`src/design/ptq_pkg.sv`:
```
// Package for the promotable max-priority table: sizes, codes and item types.
package ptq_pkg;

  localparam int DEPTH         = 16;
  localparam int OBJECT_BITS   = 32;
  localparam int PRIORITY_BITS = 16;
  localparam int IDX_BITS      = $clog2(DEPTH);
  localparam int ID_BITS       = 4;

  localparam logic [2:0] OP_ADD     = 3'd0;
  localparam logic [2:0] OP_PROMOTE = 3'd1;
  localparam logic [2:0] OP_READ    = 3'd2;
  localparam logic [2:0] OP_PEEK    = 3'd3;
  localparam logic [2:0] OP_POP     = 3'd4;

  localparam logic [1:0] ST_OK     = 2'd0;
  localparam logic [1:0] ST_FULL   = 2'd1;
  localparam logic [1:0] ST_EMPTY  = 2'd2;
  localparam logic [1:0] ST_BAD_ID = 2'd3;

  localparam logic [PRIORITY_BITS-1:0] PRI_MAX = '1;

  typedef struct packed {
    logic [2:0]             opcode;
    logic [OBJECT_BITS-1:0] object_value;
    logic [ID_BITS-1:0]     entry_id;
  } in_item_t;

  typedef struct packed {
    logic [1:0]               status;
    logic [ID_BITS-1:0]       result_id;
    logic [OBJECT_BITS-1:0]   out_object;
    logic [PRIORITY_BITS-1:0] out_priority;
    logic                     id_valid;
  } out_item_t;

  typedef struct packed {
    logic exec;
    logic scan_init;
    logic scan_step;
    logic finish;
  } ptq_cmd_t;

  typedef struct packed {
    logic scan_op;
    logic scan_last;
  } ptq_sts_t;

endpackage

```
`src/design/ptq_ctrl.sv`:
```
// Controller state machine for the promotable max-priority table.
module ptq_ctrl import ptq_pkg::*; (
  input  logic     clk,
  input  logic     rst_n,
  input  logic     start,
  output logic     busy,
  input  ptq_sts_t sts,
  output ptq_cmd_t cmd
);

  typedef enum logic [2:0] {
    S_IDLE = 3'b001,
    S_SCAN = 3'b010,
    S_FIN  = 3'b100
  } state_t;

  state_t state_r, state_nxt;

  always_comb begin
    state_nxt = state_r;
    cmd       = '0;
    unique case (state_r)
      S_IDLE: begin
        if (start) begin
          if (sts.scan_op) begin
            cmd.scan_init = 1'b1;
            state_nxt     = S_SCAN;
          end else begin
            cmd.exec = 1'b1;
          end
        end
      end
      S_SCAN: begin
        cmd.scan_step = 1'b1;
        if (sts.scan_last) begin
          state_nxt = S_FIN;
        end
      end
      S_FIN: begin
        cmd.finish = 1'b1;
        state_nxt  = S_IDLE;
      end
      default: state_nxt = S_IDLE;
    endcase
  end

  always_ff @(posedge clk) begin
    if (!rst_n) begin
      state_r <= S_IDLE;
    end else begin
      state_r <= state_nxt;
    end
  end

  assign busy = (state_r != S_IDLE);

endmodule

```
`src/design/ptq_dp.sv`:
```
// Datapath of the promotable max-priority table: slot storage, scan and result register.
module ptq_dp import ptq_pkg::*; (
  input  logic      clk,
  input  logic      rst_n,
  input  ptq_cmd_t  cmd,
  output ptq_sts_t  sts,
  input  in_item_t  in_item,
  output out_item_t out_item,
  output logic      out_valid
);

  logic [DEPTH-1:0]         valid_r, valid_nxt;
  logic [OBJECT_BITS-1:0]   obj_r [DEPTH];
  logic [OBJECT_BITS-1:0]   obj_nxt [DEPTH];
  logic [PRIORITY_BITS-1:0] pri_r [DEPTH];
  logic [PRIORITY_BITS-1:0] pri_nxt [DEPTH];
  logic [DEPTH-1:0]         newer_r [DEPTH];
  logic [DEPTH-1:0]         newer_nxt [DEPTH];

  logic [IDX_BITS-1:0]      idx_r, idx_nxt;
  logic [IDX_BITS-1:0]      best_r, best_nxt;
  logic                     found_r, found_nxt;
  logic [PRIORITY_BITS-1:0] best_pri_r, best_pri_nxt;
  logic [OBJECT_BITS-1:0]   best_obj_r, best_obj_nxt;
  logic                     pop_r, pop_nxt;
  out_item_t                out_r, out_nxt;
  logic                     out_valid_r, out_valid_nxt;

  logic [IDX_BITS-1:0]      id_idx;
  logic                     id_ok;
  logic [IDX_BITS-1:0]      rd_idx;
  logic                     rd_valid;
  logic [OBJECT_BITS-1:0]   rd_obj;
  logic [PRIORITY_BITS-1:0] rd_pri;
  logic [DEPTH-1:0]         rd_newer;
  logic                     free_found;
  logic [IDX_BITS-1:0]      free_idx;
  logic                     take;

  assign id_idx = IDX_BITS'(in_item.entry_id);
  assign rd_idx = cmd.scan_step ? idx_r : id_idx;

  assign rd_valid = valid_r[rd_idx];
  assign rd_obj   = obj_r[rd_idx];
  assign rd_pri   = pri_r[rd_idx];
  assign rd_newer = newer_r[rd_idx];

  assign id_ok = ((32'(in_item.entry_id)) < DEPTH) && rd_valid;

  assign sts.scan_op   = (in_item.opcode == OP_PEEK) || (in_item.opcode == OP_POP);
  assign sts.scan_last = (idx_r == IDX_BITS'(DEPTH - 1));

  // lowest free slot
  always_comb begin
    free_found = 1'b0;
    free_idx   = '0;
    for (int i = DEPTH - 1; i >= 0; i--) begin
      if (!valid_r[i]) begin
        free_found = 1'b1;
        free_idx   = IDX_BITS'(i);
      end
    end
  end

  assign take = rd_valid && (!found_r || (rd_pri > best_pri_r) ||
                ((rd_pri == best_pri_r) && rd_newer[best_r]));

  always_comb begin
    valid_nxt     = valid_r;
    obj_nxt       = obj_r;
    pri_nxt       = pri_r;
    newer_nxt     = newer_r;
    idx_nxt       = idx_r;
    best_nxt      = best_r;
    found_nxt     = found_r;
    best_pri_nxt  = best_pri_r;
    best_obj_nxt  = best_obj_r;
    pop_nxt       = pop_r;
    out_nxt       = out_r;
    out_valid_nxt = 1'b0;

    if (cmd.exec) begin
      out_nxt       = '0;
      out_valid_nxt = 1'b1;
      priority if (in_item.opcode == OP_ADD) begin
        if (!free_found) begin
          out_nxt.status = ST_FULL;
        end else begin
          valid_nxt[free_idx] = 1'b1;
          obj_nxt[free_idx]   = in_item.object_value;
          pri_nxt[free_idx]   = '0;
          for (int i = 0; i < DEPTH; i++) begin
            newer_nxt[i][free_idx] = 1'b0;
            if (IDX_BITS'(i) != free_idx) begin
              newer_nxt[free_idx][i] = 1'b1;
            end
          end
          out_nxt.result_id = ID_BITS'(free_idx);
          out_nxt.id_valid  = 1'b1;
        end
      end else if ((in_item.opcode == OP_PROMOTE) || (in_item.opcode == OP_READ)) begin
        if (!id_ok) begin
          out_nxt.status = ST_BAD_ID;
        end else begin
          out_nxt.id_valid = 1'b1;
          if (in_item.opcode == OP_PROMOTE) begin
            if (rd_pri != PRI_MAX) begin
              pri_nxt[id_idx] = rd_pri + 1'b1;
            end
          end else begin
            out_nxt.out_object = rd_obj;
          end
        end
      end else begin
        out_nxt = '0;
      end
    end

    if (cmd.scan_init) begin
      idx_nxt   = '0;
      found_nxt = 1'b0;
      best_nxt  = '0;
      pop_nxt   = (in_item.opcode == OP_POP);
    end

    if (cmd.scan_step) begin
      idx_nxt = idx_r + 1'b1;
      if (take) begin
        found_nxt    = 1'b1;
        best_nxt     = idx_r;
        best_pri_nxt = rd_pri;
        best_obj_nxt = rd_obj;
      end
    end

    if (cmd.finish) begin
      out_nxt       = '0;
      out_valid_nxt = 1'b1;
      if (!found_r) begin
        out_nxt.status = ST_EMPTY;
      end else begin
        out_nxt.result_id    = ID_BITS'(best_r);
        out_nxt.out_object   = best_obj_r;
        out_nxt.out_priority = best_pri_r;
        out_nxt.id_valid     = 1'b1;
        if (pop_r) begin
          valid_nxt[best_r] = 1'b0;
        end
      end
    end
  end

  always_ff @(posedge clk) begin
    if (!rst_n) begin
      valid_r     <= '0;
      out_valid_r <= 1'b0;
    end else begin
      valid_r     <= valid_nxt;
      out_valid_r <= out_valid_nxt;
    end
  end

  always_ff @(posedge clk) begin
    obj_r      <= obj_nxt;
    pri_r      <= pri_nxt;
    newer_r    <= newer_nxt;
    idx_r      <= idx_nxt;
    best_r     <= best_nxt;
    found_r    <= found_nxt;
    best_pri_r <= best_pri_nxt;
    best_obj_r <= best_obj_nxt;
    pop_r      <= pop_nxt;
    out_r      <= out_nxt;
  end

  assign out_item  = out_r;
  assign out_valid = out_valid_r;

endmodule

```
`src/design/promotable_max_priority_table.sv`:
```
// Top level of the promotable max-priority table: controller plus datapath.
//
// Usage:
//   An item is taken on in_item at a rising edge where start is high and busy
//   is low. Every item gives exactly one result on out_item, shown for one
//   cycle with out_valid high; the receiver cannot stall it.
//   Add, promote, read and unused opcodes complete in the accept cycle: the
//   result appears in the next cycle and busy stays low, so one such item can
//   be accepted every cycle.
//   Peek and pop walk the sixteen slots one per cycle with a single compare
//   unit, then register the result (and free the popped slot). Busy stays
//   high through the scan and the finish state; the result is shown in the
//   first cycle with busy low, and the next item may be accepted at the edge
//   that ends that cycle.
//   Ties on priority go to the most recently added slot.
//   Reset (rst_n low, synchronous) empties the table, returns the controller
//   to idle and drops out_valid.
module promotable_max_priority_table import ptq_pkg::*; (
  input  logic      clk,
  input  logic      rst_n,
  input  logic      start,
  output logic      busy,
  input  in_item_t  in_item,
  output logic      out_valid,
  output out_item_t out_item
);

  ptq_cmd_t cmd;
  ptq_sts_t sts;

  ptq_ctrl u_ctrl (
    .clk   (clk),
    .rst_n (rst_n),
    .start (start),
    .busy  (busy),
    .sts   (sts),
    .cmd   (cmd)
  );

  ptq_dp u_dp (
    .clk       (clk),
    .rst_n     (rst_n),
    .cmd       (cmd),
    .sts       (sts),
    .in_item   (in_item),
    .out_item  (out_item),
    .out_valid (out_valid)
  );

endmodule
```
`config.mk`:
```
export PLATFORM = sky130hd
export DESIGN_NAME = promotable_max_priority_table
export DESIGN_NICKNAME = d
export VERILOG_FILES = /design/src/design/ptq_pkg.sv /design/src/design/ptq_ctrl.sv /design/src/design/ptq_dp.sv /design/src/design/promotable_max_priority_table.sv
export SDC_FILE = /design/constraint.sdc
export NUM_CORES = 2
export LEC_CHECK = 0
export BUFFER_PORTS_ARGS = -buffer_cell sky130_fd_sc_hd__buf_2
export CAP_MARGIN = 15
export CELL_PAD_IN_SITES_DETAIL_PLACEMENT = 0
export CELL_PAD_IN_SITES_GLOBAL_PLACEMENT = 2
export CORE_MARGIN = 2
export CORE_UTILIZATION = 39
export DETAILED_ROUTE_END_ITERATION = 10
export PLACE_DENSITY = 0.84
export SLEW_MARGIN = 0
export SYNTH_ARGS = -nofsm -noshare
export SYNTH_HDL_FRONTEND = slang
export SYNTH_SLANG_ARGS = --single-unit
export TNS_END_PERCENT = 20
```
`constraint.sdc`:
```
create_clock -name clk -period 7.1 [get_ports clk]
set_input_delay 0 -clock clk [delete_from_list [all_inputs] [get_ports clk]]
set_output_delay 0 -clock clk [all_outputs]
set_load 0.01 [all_outputs]
```
Yosys cells after proc, flatten, opt, wreduce, memory -nomap -nowiden:

Cells that the tools add are included.

* bitwise logic cells: 41
* equal/unequal tests: 30
* $add $sub $neg: 2
* reduce and logical (&&, ||, !) cells: 23
* order comparisons: 11
* multiplexer cells: 200

Operators with widths (number)
* $mux 256: 67
* $or 256x256->256: 16
* $demux 16 s4: 18
* $bwmux 512: 1
* $and 16x16->16: 17
* $and 256x256->256: 1
* $bwmux 256: 1
* $not 256->256: 1
* $mux 16: 13
* $mux 32: 6
* $bmux 16 s4: 2
* $bmux 32 s4: 1
* $demux 32 s4: 1
* $mux 55: 2
* $mux 4: 24
* $mux 53: 1
* $mux 48: 1
* $mux 1: 35
* $ne 4x4->1 const A: 8
* $not 16->16: 2
* $add 16x1->16 const B: 1
* $eq 16x16->1: 1
* $gt 16x16->1: 1
* $ne 16x16->1 const B: 1
* 42 further kinds: 85

* word-level logic and storage cells: 369
* input port bits: 42
* output and inout port bits: 57
* bits in registers: 1157

Depth between registers and ports, before layout:

* depth after elaboration: 114
* gate-level depth with buffers: 23
* depth with buffers taken out: 17

By module:

From an unflattened synthesis, not the netlist that was laid out.

* cells, all modules: 3539
* area, all modules: 51161.6 µm²

By module, submodules not included
* ptq_dp: times used 1, seq. area each 34433.0 µm², area each 51015.2 µm², cells each 3524
* ptq_ctrl: times used 1, seq. area each 60.1 µm², area each 146.4 µm², cells each 15

Least setup slack after synthesis:

Ideal clock, no wire load.

* path kind: input -> register
* start: in in_item[36] (netlist name)
* end: reg u_dp.obj_r[0] (netlist name) (enable)
* stages on the path: 7
* library setup time: 393 ps
* data required time: 6707 ps
* setup slack: -648 ps
* buffers on the path: 2
* arrival: 7356 ps
* path through: clkbuf_1 > or3_1 > clkbuf_1 > nor3_1 > nand2_1 > inv_1 > and2_1

* cells in the longest elaborated chain, start to end: 6
* elaborated cells between the ends (all ways): 8
* those cells by class: 2 x eq/ne; 3 x mux; 3 x reduce/logical

RTL lines
* start: declaration: line promotable_max_priority_table.sv:23 `input in_item_t in_item,`
* $eq 3x2->1 / $eq 3x3->1 (equally long branches): line ptq_dp.sv:50 `assign sts.scan_op = (in_item.opcode == OP_PEEK) || (in_item.opcode == OP_POP);`
* $logic_or 1x1->1: line ptq_dp.sv:50
* $mux 1: line ptq_ctrl.sv:25 `if (sts.scan_op) begin`
* $mux 2: line ptq_ctrl.sv:24 `if (start) begin`
* $mux 2: line ptq_ctrl.sv:22 `unique case (state_r)`
* $reduce_and 3->1 (no line) *
* end signal: assignment: line ptq_dp.sv:164 `obj_r <= obj_nxt;`
* end: declaration: line ptq_dp.sv:13 `logic [OBJECT_BITS-1:0] obj_r [DEPTH];`

Mark *: on every way between the ends. The rest lies on a longest branch, timed or not.
A chain may end at the register's enable or synchronous reset.

Worst setup path in the final report:

* start: reg u_ctrl.state_r[2]
* end: reg u_dp.best_obj_r[21] (enable)

* elaborated cells between the ends (all ways): 21
* those cells by class: 1 x order compare; 2 x eq/ne; 12 x mux; 1 x bitwise; 5 x reduce/logical

RTL lines
* start: declaration: line ptq_ctrl.sv:17 `state_t state_r, state_nxt;`
* start signal: assignment: line ptq_ctrl.sv:51 `state_r <= state_nxt;`
* $eq 3x2->1 *: line ptq_ctrl.sv:22
* $mux 1 *: line ptq_ctrl.sv:22
* $mux 4 *: line ptq_dp.sv:41 `assign rd_idx = cmd.scan_step ? idx_r : id_idx;`
* $not 4->5 (not written as such) *: line ptq_dp.sv:45 `assign rd_pri = pri_r[rd_idx];`
* $bmux 16 s4 *: line ptq_dp.sv:45
* $mux 16 (not written as such) * (2 in series): line ptq_dp.sv:45
* via u_dp.rd_pri[2]: line ptq_dp.sv:34 `logic [PRIORITY_BITS-1:0] rd_pri;`
* $gt 16x16->1 / $eq 16x16->1 (equally long branches): line ptq_dp.sv:65, ptq_dp.sv:66
* $logic_or 1x1->1 / $logic_and 1x1->1 (equally long branches): line ptq_dp.sv:65, ptq_dp.sv:66
* $logic_or 1x1->1 *: line ptq_dp.sv:65 `assign take = rd_valid && (!found_r || (rd_pri > best_pri_r) ||`
* $logic_and 1x1->1 *: line ptq_dp.sv:65
* $reduce_and 2->1 (no line) *
* end signal: assignment: line ptq_dp.sv:171 `best_obj_r <= best_obj_nxt;`
* end: declaration: line ptq_dp.sv:24 `logic [OBJECT_BITS-1:0] best_obj_r, best_obj_nxt;`

The timed path passes the listed nets; every way through them passes the cells marked *. The select of a mux whose other input is x is not followed.

==> results.tsv <==
stage	metric	value	unit
status	status	finished clean	
logic_synthesis	synth cell count leaders	edfxtp_1, nand2_1, nor2_1	
drt	Routed Antenna Nets	0	
critical_path	CP startpoint kind	register	
drt	DRT Wirelength	173000	um
logic_synthesis	Gate Count Post-Synth	4555	
timing	Worst Tran Pin Value	1.19	ns
timing	WHS	0.131	ns
logic_synthesis	Seq/Total Area, Yosys	65.4	%
logic_synthesis	top cells by area, synth	edfxtp_1, nand2_1, nor2_1, nand3_1, mux2i_1	
clock_network	CTS Root Cell	clkbuf_16	
timing	min Tclk post-route	6.31	ns
floorplanning	I/O pin total	99	
critical_path	Buf/Inv on CP	3	
clock_network	clk_lat worst skew	0.79	ns
critical_path	required time worst endpoint	7.58	ns
logic_synthesis	post-synthesis register bit count	1157	
clock_network	register clock-pin slew on the reported worst setup and hold paths	0.06	ns
floorplanning	Die X	372	um
drt	initial DRC count	4721	
critical_path	depth of the most critical reg-to-reg path	18	
clock_network	TritonCTS clock tree	yes	
logic_synthesis	Syn Area/Cell	11.6	um2
finish	Area growth syn-to-layout	13.8	%
global_route	grt total ovfl	0	
logic_synthesis	count leader, synth	edfxtp_1	
floorplanning	Initial Utilization	39.4	%
floorplanning	core area	0.134	mm2
timing	Hold Vio Cnt, Final	0	
logic_synthesis	top cell type by total area after synthesis	edfxtp_1	
placement	GPL Wtd Cong	0.942	
critical_path	flop2flop setup slack	0.79	ns
critical_path	Reg-to-Reg End	u_dp.best_obj_r[21]$_DFFE_PP_	
floorplanning	die area	0.138	mm2
finish	Final nets	4682	
timing	# setup viols final	0	
timing	top achievable clock speed	158	MHz
critical_path	CP Cell Sequence	or3b_4 > buf_4 > mux2i_4 > nand2_2 > o221ai_2 > nand4_1 > nand2_1 > ha_1 > o21a_1 > o21a_1 > o21a_1 > o21a_1 > o21ai_0 > a21oi_1 > o21ai_0 > o21a_1 > inv_2 > buf_12	
floorplanning	site row count	134	
logic_synthesis	share of the synthesized area in the top cell type	64.5	%
placement	IO buf count	98	
global_route	first-pass GRT wire length	252000	um
critical_path	CP Class	reg2reg	
critical_path	crit end category	register	
drt	first-pass detailed-route iteration total	5	
placement	pre-CTS setup slack	1.01	ns
logic_synthesis	Post-synth ARST share	0	%
logic_synthesis	post-synthesis cell type count	80	
timing	final worst setup slack	0.786	ns
critical_path	crit-path max FO	48	
clock_network	Max Buffers Root-to-Sink	3	
critical_path	Worst Setup EP	u_dp.best_obj_r[21]$_DFFE_PP_	
critical_path	Slowest cell on crit path	mux2i_4	
global_route	initial antenna violation count	3	
timing	setup_tns	0	ns
critical_path	CP Data Arrival Time	6.79	ns
drt	drt via density	5.90	
global_route	vias in the first global route	36400	
critical_path	CP most frequent cell	o21a_1	
drt	drt wl/cell	26.6	um
pwr	power per cell area	255	mW/mm2
flow_run	max cap viols	0	
pwr	VDD IR-drop max	0.209	mV
critical_path	Stages on worst setup path	18	
logic_synthesis	syn nets	4615	
timing	Slew Viols, Final	0	
hold_path	min-delay worst type	in2reg	
timing	unrepaired setup endpoints after global routing	no	
finish	share of layout cells above drive strength 1	11.4	%
logic_synthesis	predominant post-synthesis flop cell	edfxtp_1	
logic_synthesis	number of synthesized flops with an enable pin	1132	
logic_synthesis	Synth Cell Area	0.0527	mm2
pwr	leakage	20.5	nW
floorplanning	Die H	372	um
drt	via count	38300	
critical_path	biggest cell delay along the critical path	0.75	ns
global_route	GRT Overall Usage	24.6	%
critical_path	CP top delay family	compound AO/OA/AOI/OAI gates	
placement	HPWL after detailed placement	102000	um
logic_synthesis	Synth warnings	0	
clock_network	Post-CTS Setup Bufs	0	
clock_network	CTS buffer count	120	
drt	drc violations	0	
clock_network	Clock Sinks	1157	
critical_path	r2r startpoint	u_ctrl.state_r[2]$_SDFFE_PN0P_	
timing	crit share post-route	88.9	%
critical_path	Worst Setup SP	u_ctrl.state_r[2]$_SDFFE_PN0P_	
clock_network	H-tree levels	3	
timing	Final Skew	0.107	ns
global_route	largest net degree at the start of global routing	158	
timing	Slew Limit Headroom	20.6	%
cells by family (layout without fill, tap and decap cells):
logic type / count (synthesis) / after routing / synth area share, %
simple gates: 2128 / 2128 / 17.3
xor+xnor: 17 / 17 / 0.332
flops: 1157 / 1157 / 65.4
mux: 171 / 171 / 3.59
buf+inv: 402 / 576 / 3.42
compound gates: 662 / 662 / 9.45
other cells: 0 / 2 / 0
fa+ha+maj: 18 / 18 / 0.427
where the power goes:
part	switching (mW)	leakage (nW)	internal (mW)
registers	0.0378	9.81	7.55
logic	0.806	8.64	0.300
clock network	2.81	2.01	3.81
total	3.66	20.5	11.7
layout make-up:
type                       count  area, um2
fill                       12300      73800
sequential                  1157      34500
multi-input combinational   2996      16900
clock buffer                 133       3050
tap                         1768       2210
timing repair buffer         270       1980
clock inverter                96       1090
inverter                      77        293
antenna                        2       5.00
flip-flops by register name (all words and copies together) (netlist names):
name / cells
u_dp.pri_r: 256
u_dp.best_pri_r: 16
u_dp.pop_r: 1
u_dp.valid_r: 16
u_ctrl.state_r: 3
u_dp.newer_r: 256
u_dp.found_r: 1
u_dp.out_item: 55
u_dp.idx_r: 4
u_dp.best_obj_r: 32
u_dp.obj_r: 512
u_dp.out_valid: 1
u_dp.best_r: 4
per-stage QoR:
step	util, %	cells	instance area (um2)	total power [mW]
CTS	44.8	6492	59900	15.4
floorplan	-	4555	52700	8.33
global route	44.8	6499	60000	15.7
global placement	41.4	6222	55400	8.79
finish	44.8	6499	60000	15.3
detailed placement	41.4	6223	55400	8.80
worst reg2reg max path, cell delays in order (launching register included):
cell,delay (ns)
dfxtp_1,0.52
or3b_4,0.62
buf_4,0.47
mux2i_4,0.75
nand2_2,0.32
o221ai_2,0.36
nand4_1,0.23
nand2_1,0.31
ha_1,0.30
o21a_1,0.12
o21a_1,0.16
o21a_1,0.17
o21a_1,0.16
o21ai_0,0.23
a21oi_1,0.12
o21ai_0,0.45
o21a_1,0.38
inv_2,0.08
buf_12,0.19
placed cells by master, fill, tap and decap left out, types with 10 or more instances in the layout:
master and n:
a211oi_1 73, a21oi_1 41, a22o_1 150, a311oi_1 40, a31oi_1 50, and2_1 16
and3_1 58, buf_2 97, buf_4 123, bufinv_16 19, clkbuf_1 13, clkbuf_16 120
clkinv_1 31, clkinv_2 28, dfxtp_1 25, dlygate4sd3_1 40, edfxtp_1 1132, ha_1 18
inv_1 75, mux2i_1 149, mux4_2 12, nand2_1 896, nand2b_1 13, nand3_1 413
nand3b_1 10, nand4_1 46, nor2_1 567, nor2_4 11, nor2b_1 19, nor3_1 28
o211ai_1 10, o21ai_0 107, o21ai_1 12, o221a_2 14, o22ai_1 13, o2bb2ai_1 47
o32ai_1 12, o41ai_2 16
metal layers:
metal  up-vias  track usage (%)  routed length (um)
li1      16900                -                   -
met1     19200             35.2               74600
met2      1855             38.2               78200
met3       362             3.64               14100
met4         2             8.80                6210
met5         -                0                  13
how the worst min path moves through the flow:
stage	depth (start not counted)	end	slack [ns]	startpoint
2_1_floorplan	0	u_dp.obj_r[0]$_DFFE_PP_	0.1	in_item[4]
3_3_place_gp	1	u_dp.obj_r[333]$_DFFE_PP_	0.37	in_item[17]
3_5_place_dp	1	u_dp.obj_r[301]$_DFFE_PP_	0.38	in_item[17]
4_1_cts	3	u_dp.pri_r[77]$_DFFE_PP_	0.06	in_item[1]
5_1_grt	3	u_dp.pri_r[67]$_DFFE_PP_	0.12	in_item[1]
6_report	3	u_dp.pri_r[77]$_DFFE_PP_	0.13	in_item[1]
timing repair:
item	CTS	global route
hold endpoints to repair	539	0
resized for setup	0	0
hold buffers	40	0
Power figures use the tool's default switching activity.
